**src/rtl/r2y_pkg.sv**
```systemverilog
// Shared types and constants for the RGB565 pair to YUY2 converter.
// No dependencies; imported by r2y_pixel_conv and rgb565_pair_to_yuy2_top.
package r2y_pkg;

	// Transaction payloads
	typedef struct packed {
		logic [15:0] pixel_left;
		logic [15:0] pixel_right;
	} pix_pair_t;

	typedef struct packed {
		logic [7:0] luma_left;
		logic [7:0] chroma_blue;
		logic [7:0] luma_right;
		logic [7:0] chroma_red;
	} yuy2_t;

	// Per-pixel converted values, clamped to 0..255
	typedef struct packed {
		logic [7:0] y;
		logic [7:0] u;
		logic [7:0] v;
	} yuv_t;

	// Load enables of the four conversion stages
	typedef struct packed {
		logic s1;
		logic s2;
		logic s3;
		logic s4;
	} stage_en_t;

	// BT.601 studio-range coefficients, 16 fraction bits
	localparam int FRAC_BITS = 16;
	localparam int PROD_W    = 24;
	localparam int SUM_W     = 26;

	localparam logic [15:0] CY_R = 16'd16843;
	localparam logic [15:0] CY_G = 16'd33030;
	localparam logic [15:0] CY_B = 16'd6423;
	localparam logic [15:0] CU_R = 16'd9699;
	localparam logic [15:0] CU_G = 16'd19071;
	localparam logic [15:0] CU_B = 16'd28770;
	localparam logic [15:0] CV_R = 16'd28770;
	localparam logic [15:0] CV_G = 16'd24117;
	localparam logic [15:0] CV_B = 16'd4653;

	// Offsets scaled to the fixed-point sum
	localparam logic signed [SUM_W-1:0] OFF_Y_FX = SUM_W'(16 << FRAC_BITS);
	localparam logic signed [SUM_W-1:0] OFF_C_FX = SUM_W'(128 << FRAC_BITS);

endpackage

```
**src/rtl/r2y_pixel_conv.sv**
```systemverilog
// Four-stage RGB565 to Y/U/V conversion of a single pixel.
// Depends on r2y_pkg; stage load enables come from the top-level pipeline control.
module r2y_pixel_conv (
	input  logic               clk,
	input  r2y_pkg::stage_en_t en,
	input  logic [15:0]        pixel,
	output r2y_pkg::yuv_t      yuv
);
	import r2y_pkg::*;

	logic [7:0]              r_s1, g_s1, b_s1;
	logic [PROD_W-1:0]       yr_s2, yg_s2, yb_s2;
	logic [PROD_W-1:0]       ur_s2, ug_s2, ub_s2;
	logic [PROD_W-1:0]       vr_s2, vg_s2, vb_s2;
	logic signed [SUM_W-1:0] ysum_s3, usum_s3, vsum_s3;
	logic signed [SUM_W-1:0] ysum, usum, vsum;
	yuv_t                    yuv_s4;

	// Floor of the fixed-point sum, clamped to 0..255
	function automatic logic [7:0] clamp_fx(input logic signed [SUM_W-1:0] s);
		logic [7:0] res;
		if (s[SUM_W-1]) begin
			res = 8'd0;
		end else if (|s[SUM_W-2:FRAC_BITS+8]) begin
			res = 8'hFF;
		end else begin
			res = s[FRAC_BITS+7:FRAC_BITS];
		end
		return res;
	endfunction

	function automatic logic signed [SUM_W-1:0] ext(input logic [PROD_W-1:0] p);
		return $signed({{(SUM_W-PROD_W){1'b0}}, p});
	endfunction

	// Stage 1: widen channels to 8 bits by bit replication
	always_ff @(posedge clk) begin
		if (en.s1) begin
			r_s1 <= {pixel[15:11], pixel[15:13]};
			g_s1 <= {pixel[10:5], pixel[10:9]};
			b_s1 <= {pixel[4:0], pixel[4:2]};
		end
	end

	// Stage 2: coefficient products
	always_ff @(posedge clk) begin
		if (en.s2) begin
			yr_s2 <= CY_R * r_s1;
			yg_s2 <= CY_G * g_s1;
			yb_s2 <= CY_B * b_s1;
			ur_s2 <= CU_R * r_s1;
			ug_s2 <= CU_G * g_s1;
			ub_s2 <= CU_B * b_s1;
			vr_s2 <= CV_R * r_s1;
			vg_s2 <= CV_G * g_s1;
			vb_s2 <= CV_B * b_s1;
		end
	end

	// Stage 3: signed sums with offsets
	assign ysum = OFF_Y_FX + ext(yr_s2) + ext(yg_s2) + ext(yb_s2);
	assign usum = OFF_C_FX - ext(ur_s2) - ext(ug_s2) + ext(ub_s2);
	assign vsum = OFF_C_FX + ext(vr_s2) - ext(vg_s2) - ext(vb_s2);

	always_ff @(posedge clk) begin
		if (en.s3) begin
			ysum_s3 <= ysum;
			usum_s3 <= usum;
			vsum_s3 <= vsum;
		end
	end

	// Stage 4: floor and clamp
	always_ff @(posedge clk) begin
		if (en.s4) begin
			yuv_s4.y <= clamp_fx(ysum_s3);
			yuv_s4.u <= clamp_fx(usum_s3);
			yuv_s4.v <= clamp_fx(vsum_s3);
		end
	end

	assign yuv = yuv_s4;

endmodule

```
**src/rtl/rgb565_pair_to_yuy2_top.sv**
```systemverilog
// Top level of the RGB565 pixel pair to YUY2 converter.
// Depends on r2y_pkg and r2y_pixel_conv (one instance per pixel of the pair).
//
// Converts a pair of RGB565 pixels to one YUY2 pair with BT.601 studio-range
// coefficients. The pipeline takes one pair per clock while pix_ready is high;
// a pair passes four conversion stages (expand, multiply, sum, clamp) and a
// chroma-averaging output register, the first of which loads at the accepting
// edge. Each stage moves forward whenever its successor has room, so bubbles
// fill in under a stalled output and pix_ready drops only when all five stages
// hold data.
module rgb565_pair_to_yuy2_top (
	input  logic               clk,
	input  logic               arst_n,
	input  logic               pix_valid,
	output logic               pix_ready,
	input  r2y_pkg::pix_pair_t pix_data,
	output logic               yuv_valid,
	input  logic               yuv_ready,
	output r2y_pkg::yuy2_t     yuv_data
);
	import r2y_pkg::*;

	logic      valid_s1, valid_s2, valid_s3, valid_s4, valid_q;
	logic      rdy_s1, rdy_s2, rdy_s3, rdy_s4, rdy_out;
	stage_en_t en;
	yuv_t      yuv_l, yuv_r;
	yuy2_t     out_q;
	logic [8:0] u_sum, v_sum;

	// Stage ready: empty or draining into the next stage
	assign rdy_out = !valid_q || yuv_ready;
	assign rdy_s4  = !valid_s4 || rdy_out;
	assign rdy_s3  = !valid_s3 || rdy_s4;
	assign rdy_s2  = !valid_s2 || rdy_s3;
	assign rdy_s1  = !valid_s1 || rdy_s2;

	assign pix_ready = rdy_s1;
	assign en.s1 = rdy_s1;
	assign en.s2 = rdy_s2;
	assign en.s3 = rdy_s3;
	assign en.s4 = rdy_s4;

	// Advance valid bits with the data
	always_ff @(posedge clk or negedge arst_n) begin
		if (!arst_n) begin
			valid_s1 <= 1'b0;
			valid_s2 <= 1'b0;
			valid_s3 <= 1'b0;
			valid_s4 <= 1'b0;
			valid_q  <= 1'b0;
		end else begin
			if (rdy_s1)  valid_s1 <= pix_valid;
			if (rdy_s2)  valid_s2 <= valid_s1;
			if (rdy_s3)  valid_s3 <= valid_s2;
			if (rdy_s4)  valid_s4 <= valid_s3;
			if (rdy_out) valid_q  <= valid_s4;
		end
	end

	r2y_pixel_conv u_conv_left (
		.clk   (clk),
		.en    (en),
		.pixel (pix_data.pixel_left),
		.yuv   (yuv_l)
	);

	r2y_pixel_conv u_conv_right (
		.clk   (clk),
		.en    (en),
		.pixel (pix_data.pixel_right),
		.yuv   (yuv_r)
	);

	// Output register: both lumas and the floor average of the pair's chroma
	assign u_sum = {1'b0, yuv_l.u} + {1'b0, yuv_r.u};
	assign v_sum = {1'b0, yuv_l.v} + {1'b0, yuv_r.v};

	always_ff @(posedge clk) begin
		if (rdy_out) begin
			out_q.luma_left   <= yuv_l.y;
			out_q.chroma_blue <= u_sum[8:1];
			out_q.luma_right  <= yuv_r.y;
			out_q.chroma_red  <= v_sum[8:1];
		end
	end

	assign yuv_valid = valid_q;
	assign yuv_data  = out_q;

	// Backpressure reaches the input only with every stage full
	a_full_stall: assert property (@(posedge clk) disable iff (!arst_n)
		!pix_ready |-> (valid_s1 && valid_s2 && valid_s3 && valid_s4 && valid_q && !yuv_ready))
		else $error("input stalled while the pipeline has room");

	// An accepted transaction occupies stage 1 on the next cycle
	a_enter_s1: assert property (@(posedge clk) disable iff (!arst_n)
		pix_valid && pix_ready |=> valid_s1)
		else $error("accepted transaction lost at stage 1");

	// A stage that holds data under a stall keeps it
	a_s4_hold: assert property (@(posedge clk) disable iff (!arst_n)
		valid_s4 && !rdy_s4 |=> valid_s4)
		else $error("stage 4 dropped a stalled transaction");

	// Studio-range luma stays within 16..235
	a_luma_range: assert property (@(posedge clk) disable iff (!arst_n)
		yuv_valid |-> (yuv_data.luma_left >= 8'd16 && yuv_data.luma_left <= 8'd235 &&
		               yuv_data.luma_right >= 8'd16 && yuv_data.luma_right <= 8'd235))
		else $error("luma out of studio range");

endmodule
```
**config.mk**
```make
export PLATFORM = sky130hd
export DESIGN_NAME = rgb565_pair_to_yuy2_top
export DESIGN_NICKNAME = d
export VERILOG_FILES = /design/src/rtl/r2y_pkg.sv /design/src/rtl/r2y_pixel_conv.sv /design/src/rtl/rgb565_pair_to_yuy2_top.sv
export SDC_FILE = /design/constraint.sdc
export NUM_CORES = 2
export LEC_CHECK = 0
export ABC_CLOCK_PERIOD_IN_PS = 19100
export BUFFER_PORTS_ARGS = -buffer_cell sky130_fd_sc_hd__buf_2
export CAP_MARGIN = 10
export CORE_UTILIZATION = 50
export CTS_BUF_LIST = sky130_fd_sc_hd__clkbuf_16
export CTS_CLUSTER_DIAMETER = 30
export DETAILED_ROUTE_END_ITERATION = 10
export GPL_TIMING_DRIVEN = 0
export PLACE_DENSITY = 0.65
export RECOVER_POWER = 100
export SYNTH_ARGS = -nofsm -noshare
export SYNTH_HDL_FRONTEND = slang
export SYNTH_SLANG_ARGS = --single-unit
```
**constraint.sdc**
```tcl
create_clock -name clk -period 19.1 [get_ports clk]
set_input_delay 0.955 -clock clk [delete_from_list [all_inputs] [get_ports clk]]
set_output_delay 0.955 -clock clk [all_outputs]
set_load 0.005 [all_outputs]
```
* Word-level counts from Yosys, hierarchy flattened
Cells that the tools add are included.
Cells by class: add/sub/neg operators 20, multiply operators 18, mux-type cells 6, reductions and logical operators 10
Operator list (number):
- $mul 15x8->23 const A | 8
- $mul 14x8->22 const A | 6
- $sub 26x24->26 | 4
- $mul 13x8->21 const A | 4
- $add 26x22->26 | 2
- $add 26x24->26 | 2
- $add 26x25->26 | 2
- $sub 26x22->26 | 2
- $add 24x23->25 const A | 2
- $sub 24x22->25 const A | 2
- $add 21x23->24 const A | 2
- $mux 8 | 6
- $add 8x8->9 | 2
- $logic_not 1->1 | 5
- $logic_or 1x1->1 | 5
Word-level totals: bits in registers 689, input bits 36, output and inout port bits 34, word-level logic and storage cells 99

* Depth between registers and ports, before layout
depth in word-level cells 6, gate-level depth with buffers 18, depth with buffers taken out 18

* Cells and area by module
From an unflattened synthesis, not the netlist that was laid out.
Unflattened totals: cells, all modules 4703, area, all modules 52242.6 um^2
Modules (own cells, without submodules):
- r2y_pixel_conv (u_conv_left) | instances 1, cells each 2292, area each 25293.0 um^2, seq. area each 7807.5 um^2
- r2y_pixel_conv (u_conv_right) | instances 1, cells each 2279, area each 25165.4 um^2, seq. area each 7807.5 um^2
- rgb565_pair_to_yuy2_top | instances 1, cells each 132, area each 1784.2 um^2, seq. area each 1086.0 um^2

* Least setup slack after synthesis
OpenSTA, ideal clock, no wires.
path kind in2reg, start in yuv_ready, end reg u_conv_left.ub_s2[10] (enable), library setup time 4499 ps, data arrival time 11497 ps, data required time 14601 ps, slack 3104 ps, stages on the path 2, buffers on the path 0, cells stage by stage nor2b_1 > nand4_1
On the way: cells in the longest elaborated chain, start to end 4
RTL lines:
- start, declared | line rgb565_pair_to_yuy2_top.sv:18 | input logic yuv_ready,
- $logic_or 1x1->1 | line rgb565_pair_to_yuy2_top.sv:31 | assign rdy_out = !valid_q || yuv_ready;
- $logic_or 1x1->1 | line rgb565_pair_to_yuy2_top.sv:32 | assign rdy_s4 = !valid_s4 || rdy_out;
- $logic_or 1x1->1 | line rgb565_pair_to_yuy2_top.sv:33 | assign rdy_s3 = !valid_s3 || rdy_s4;
- $logic_or 1x1->1 | line rgb565_pair_to_yuy2_top.sv:34 | assign rdy_s2 = !valid_s2 || rdy_s3;
- named net rdy_s2 | line rgb565_pair_to_yuy2_top.sv:24 | logic rdy_s1, rdy_s2, rdy_s3, rdy_s4, rdy_out;
- end signal, assigned | line r2y_pixel_conv.sv:53 | ub_s2 <= CU_B * b_s1;
- end, declared | line r2y_pixel_conv.sv:13 | logic [PROD_W-1:0] ur_s2, ug_s2, ub_s2;
The timed path passes the listed nets, and every way through them passes these cells. A chain may end at the register's enable or synchronous reset.

* Worst setup path after layout
start reg u_conv_right.g_s1[1], end reg u_conv_right.ug_s2[22], data pin
On the way: cells in the longest elaborated chain, start to end 1
RTL lines:
- start, declared | line r2y_pixel_conv.sv:11 | logic [7:0] r_s1, g_s1, b_s1;
- start signal, assigned | line r2y_pixel_conv.sv:40 | g_s1 <= {pixel[10:5], pixel[10:9]};
- $mul 15x8->23 | line r2y_pixel_conv.sv:52 | ug_s2 <= CU_G * g_s1;
- end signal, assigned | line r2y_pixel_conv.sv:52
- end, declared | line r2y_pixel_conv.sv:13
No other way between the ends.

==> impl_metrics.env <==
export IMPL_max_freq_ghz=0.153
export IMPL_drtAntennaViolNets=0
export IMPL_grtUsageTotal_pct=24.3
export IMPL_tightestPinTransition_ps=2890
export IMPL_path_delay_family="adder cells"
export IMPL_cp_max_fo=16
export IMPL_finClkSkew_ps=28.9
export IMPL_min_period_ps=6540
export IMPL_r2r_start="u_conv_right.g_s1[1]$_DFFE_PP_"
export IMPL_slew_viol_final=138
export IMPL_avgRoutedWirePerCell_um=19.3
export IMPL_die_h_um=324
export IMPL_outcome="complete, but fails checks"
export IMPL_routed_wl_mm=125
export IMPL_crit_buf_inv=4
export IMPL_ys_warn_count=0
export IMPL_drc=0
export IMPL_synth_edff_count=552
export IMPL_hold_start="pix_data[30]"
export IMPL_crit_required_ps=19590
export IMPL_clk_pin_slew_ps=50
export IMPL_io_pins=70
export IMPL_cts_buffer_depth=3
export IMPL_fin_util_pct=57.7
export IMPL_cts_sinks=557
export IMPL_cp_arrival_ps=7030
export IMPL_syn_avg_cell_area_um2=11.0
export IMPL_hold_violations=0
export IMPL_vias=35001
export IMPL_postLayoutCellArea_um2=59200
export IMPL_post_route_period_util_pct=34.2
export IMPL_drive_above_1_share_pct=6.74
export IMPL_slew_headroom_pct=-93.5
export IMPL_vias_per_cell=5.40
export IMPL_die_w_um=324
export IMPL_slowest_delay_ps=1060
export IMPL_rsz0062_at_grt="no"
export IMPL_grt_antenna_before_repair=10
export IMPL_clkLatencyLatePin_ps=740
export IMPL_h_tree_depth=4
export IMPL_numCtsBuffers=147
export IMPL_nFillCells=8557
export IMPL_coreArea_um2=102000
export IMPL_grt_first_pass_wirelength_mm=196
export IMPL_numPortBuffers=69
export IMPL_place_gp_congestion=0.927
export IMPL_start_util_pct=50.7
export IMPL_ys_seq_area_share_pct=32.1
export IMPL_post_dp_hpwl_mm=101
export IMPL_num_rows=117
export IMPL_multi_input_area_um2=32100
export IMPL_cp_slowest_cell="edfxtp_1"
export IMPL_worstSetupPathType="flop to flop"
export IMPL_violations="capacitance limit, slew limit"
export IMPL_clockRootBuffer="clkbuf_16"
export IMPL_endpoint_kind="flop"
export IMPL_grt_overflow=0
export IMPL_async_flop_share_pct=0.898
export IMPL_synth_cells=4738
export IMPL_drtPass1Iterations=5
export IMPL_seq_area_um2=16700
export IMPL_postPlaceCellArea_um2=54500
export IMPL_synth_area_um2=52000
export IMPL_detail_route_iter0_violations=2446
export IMPL_cts_tree="yes"
export IMPL_synth_ff_type="edfxtp_1"
export IMPL_setup_viol=0
export IMPL_grt_pass1_vias=34866
export IMPL_finalSetupTns_ps=0
export IMPL_path_cells="inv_1 > fa_1 > inv_1 > fa_1 > inv_1 > fa_1 > inv_1 > fa_1 > ha_1 > nor3_1 > nand2b_1 > o21ai_0 > o31ai_1 > nor4_1 > o41ai_1 > a31o_2"
export IMPL_grt_max_degree=62
export IMPL_hold_class="input port to flop"
export IMPL_synthesis_nets=6117
export IMPL_cp_start_kind="flop"
export IMPL_setup_worst_path_start="u_conv_right.g_s1[1]$_DFFE_PP_"
export IMPL_nets=6363
export IMPL_drv_cap=3
export IMPL_synth_cell_type_count=74
export IMPL_die_area_um2=105000
export IMPL_synth_seq_cells=557
export IMPL_area_growth_pct=13.8
## per-stage QoR
stage	hold WS, ps	cells	setup slack [ps]
floorplan	400	4738	3100
global placement	405	6175	-3980
detailed placement	405	6202	12610
CTS	345	6475	12540
global route	365	6475	12170
finish	396	6477	12560
## registers in the layout, indices dropped and copies added, names as in the netlist, 19 cells and up
register / count
u_conv_right.ub_s2: 20
u_conv_left.vb_s2: 19
u_conv_right.yb_s2: 20
u_conv_left.yb_s2: 21
u_conv_right.yg_s2: 22
u_conv_right.vb_s2: 21
yuv_data: 32
u_conv_right.ug_s2: 21
u_conv_right.yr_s2: 23
u_conv_left.ug_s2: 21
u_conv_right.vr_s2: 21
u_conv_right.vg_s2: 23
u_conv_left.yuv: 24
u_conv_right.ur_s2: 19
u_conv_left.vg_s2: 22
u_conv_left.yg_s2: 23
u_conv_left.vr_s2: 21
u_conv_left.ub_s2: 21
u_conv_left.ur_s2: 19
u_conv_right.yuv: 24
u_conv_left.yr_s2: 23
## cells in the final DEF (no fill, tap or decap), types with 14 or more instances in the layout
cell type   count
clkinv_2       20
or3_1          29
a211oi_1       34
inv_6          22
and2_1         21
or2_2          17
clkbuf_1       66
nor2_1        320
ha_1          940
clkbuf_16     148
a31oi_1        22
and3_1         29
clkinvlp_4     17
a21oi_1       206
o21a_1         37
a31o_2         14
clkinv_4       20
edfxtp_1      552
fa_1          403
buf_2          50
nand3_1        83
o211ai_1       18
xnor2_1       264
nand4_1        20
a21boi_0       16
o31ai_1        16
nand2_1       157
a21o_1         69
nor3_1        110
o21bai_1       38
nand2b_1       38
nor2b_1        51
bufinv_16      15
o21ai_0       135
a2111oi_0      14
xor2_1         99
inv_1         819
## cell families after synthesis
group           synth area share [%]
compound gates                  8.95
xor+xnor                        6.12
fa+ha+maj                       38.1
buf+inv                         6.02
flops                           32.1
mux                            0.116
simple gates                    8.53
## layer usage
| layer | part of all wire, % | global-route usage (%) | routed length (µm) | vias up |
|---|---|---|---|---|
| met5 | 0.0064 | 0 | 8 | - |
| met3 | 8.1 | 6.36 | 10100 | 181 |
| met1 | 48 | 35.8 | 60200 | 16922 |
| li1 | - | - | - | 16971 |
| met4 | 2.3 | 7.36 | 2920 | 2 |
| met2 | 41 | 34.8 | 51600 | 925 |
## cell type report
type / instances / share of cell area (%)
multi-input combinational: 3348 / 54.3
buffer: 21 / 0.133
sequential: 557 / 28.2
clock buffer: 148 / 6.26
timing repair buffer: 97 / 0.732
clock inverter: 124 / 2.27
antenna: 2 / 0.00846
inverter: 812 / 5.15
tap: 1368 / 2.89
## worst paths after layout
kind / to / slack [ps] / cells past startpoint
max in group asynchronous: valid_s2$_DFFE_PN0P_ / 18290 / 2
min in group asynchronous: yuv_valid$_DFFE_PN0P_ / 600 / 2
worst max-delay path: u_conv_right.ug_s2[22]$_DFFE_PP_ / 12560 / 16
worst min register to register: yuv_data[31]$_DFFE_PP_ / 420 / 0
worst max register to register: u_conv_right.ug_s2[22]$_DFFE_PP_ / 12560 / 16
worst min-delay path: u_conv_left.r_s1[6]$_DFFE_PP_ / 400 / 1
## cells in the mapped netlist (12+ instances only)
master	instances	share of area [%]
o21a_1	37	0.53
a31o_2	14	0.24
or2_2	17	0.20
inv_1	812	5.9
a31oi_1	22	0.26
and2_1	30	0.36
ha_1	940	23
o211ai_1	18	0.26
nor2b_1	51	0.61
a2111oi_0	13	0.22
nor3_1	110	1.1
nor2_1	320	2.3
nand2b_1	38	0.46
a21boi_0	16	0.23
nand3_1	83	0.80
a21o_1	69	1.0
a211oi_1	34	0.49
o21bai_1	38	0.55
a21oi_1	206	2.0
fa_1	403	16
or3_1	28	0.34
o31ai_1	16	0.23
nand2_1	157	1.1
and3_1	29	0.35
o21ai_0	135	1.3
clkbuf_1	20	0.14
xor2_1	99	1.7
a211o_1	12	0.20
nand4_1	20	0.24
xnor2_1	264	4.4
edfxtp_1	552	32
## what timing repair did
item | in CTS | in global routing
resized for setup | 0 | 0
endpoints found under the hold margin | 5 | 0
buffers inserted | 0 | 0
hold buffers | 1 | 0
Power is not shown: default switching activity piles up to over one toggle a cycle in this logic, so the estimate is an artifact.
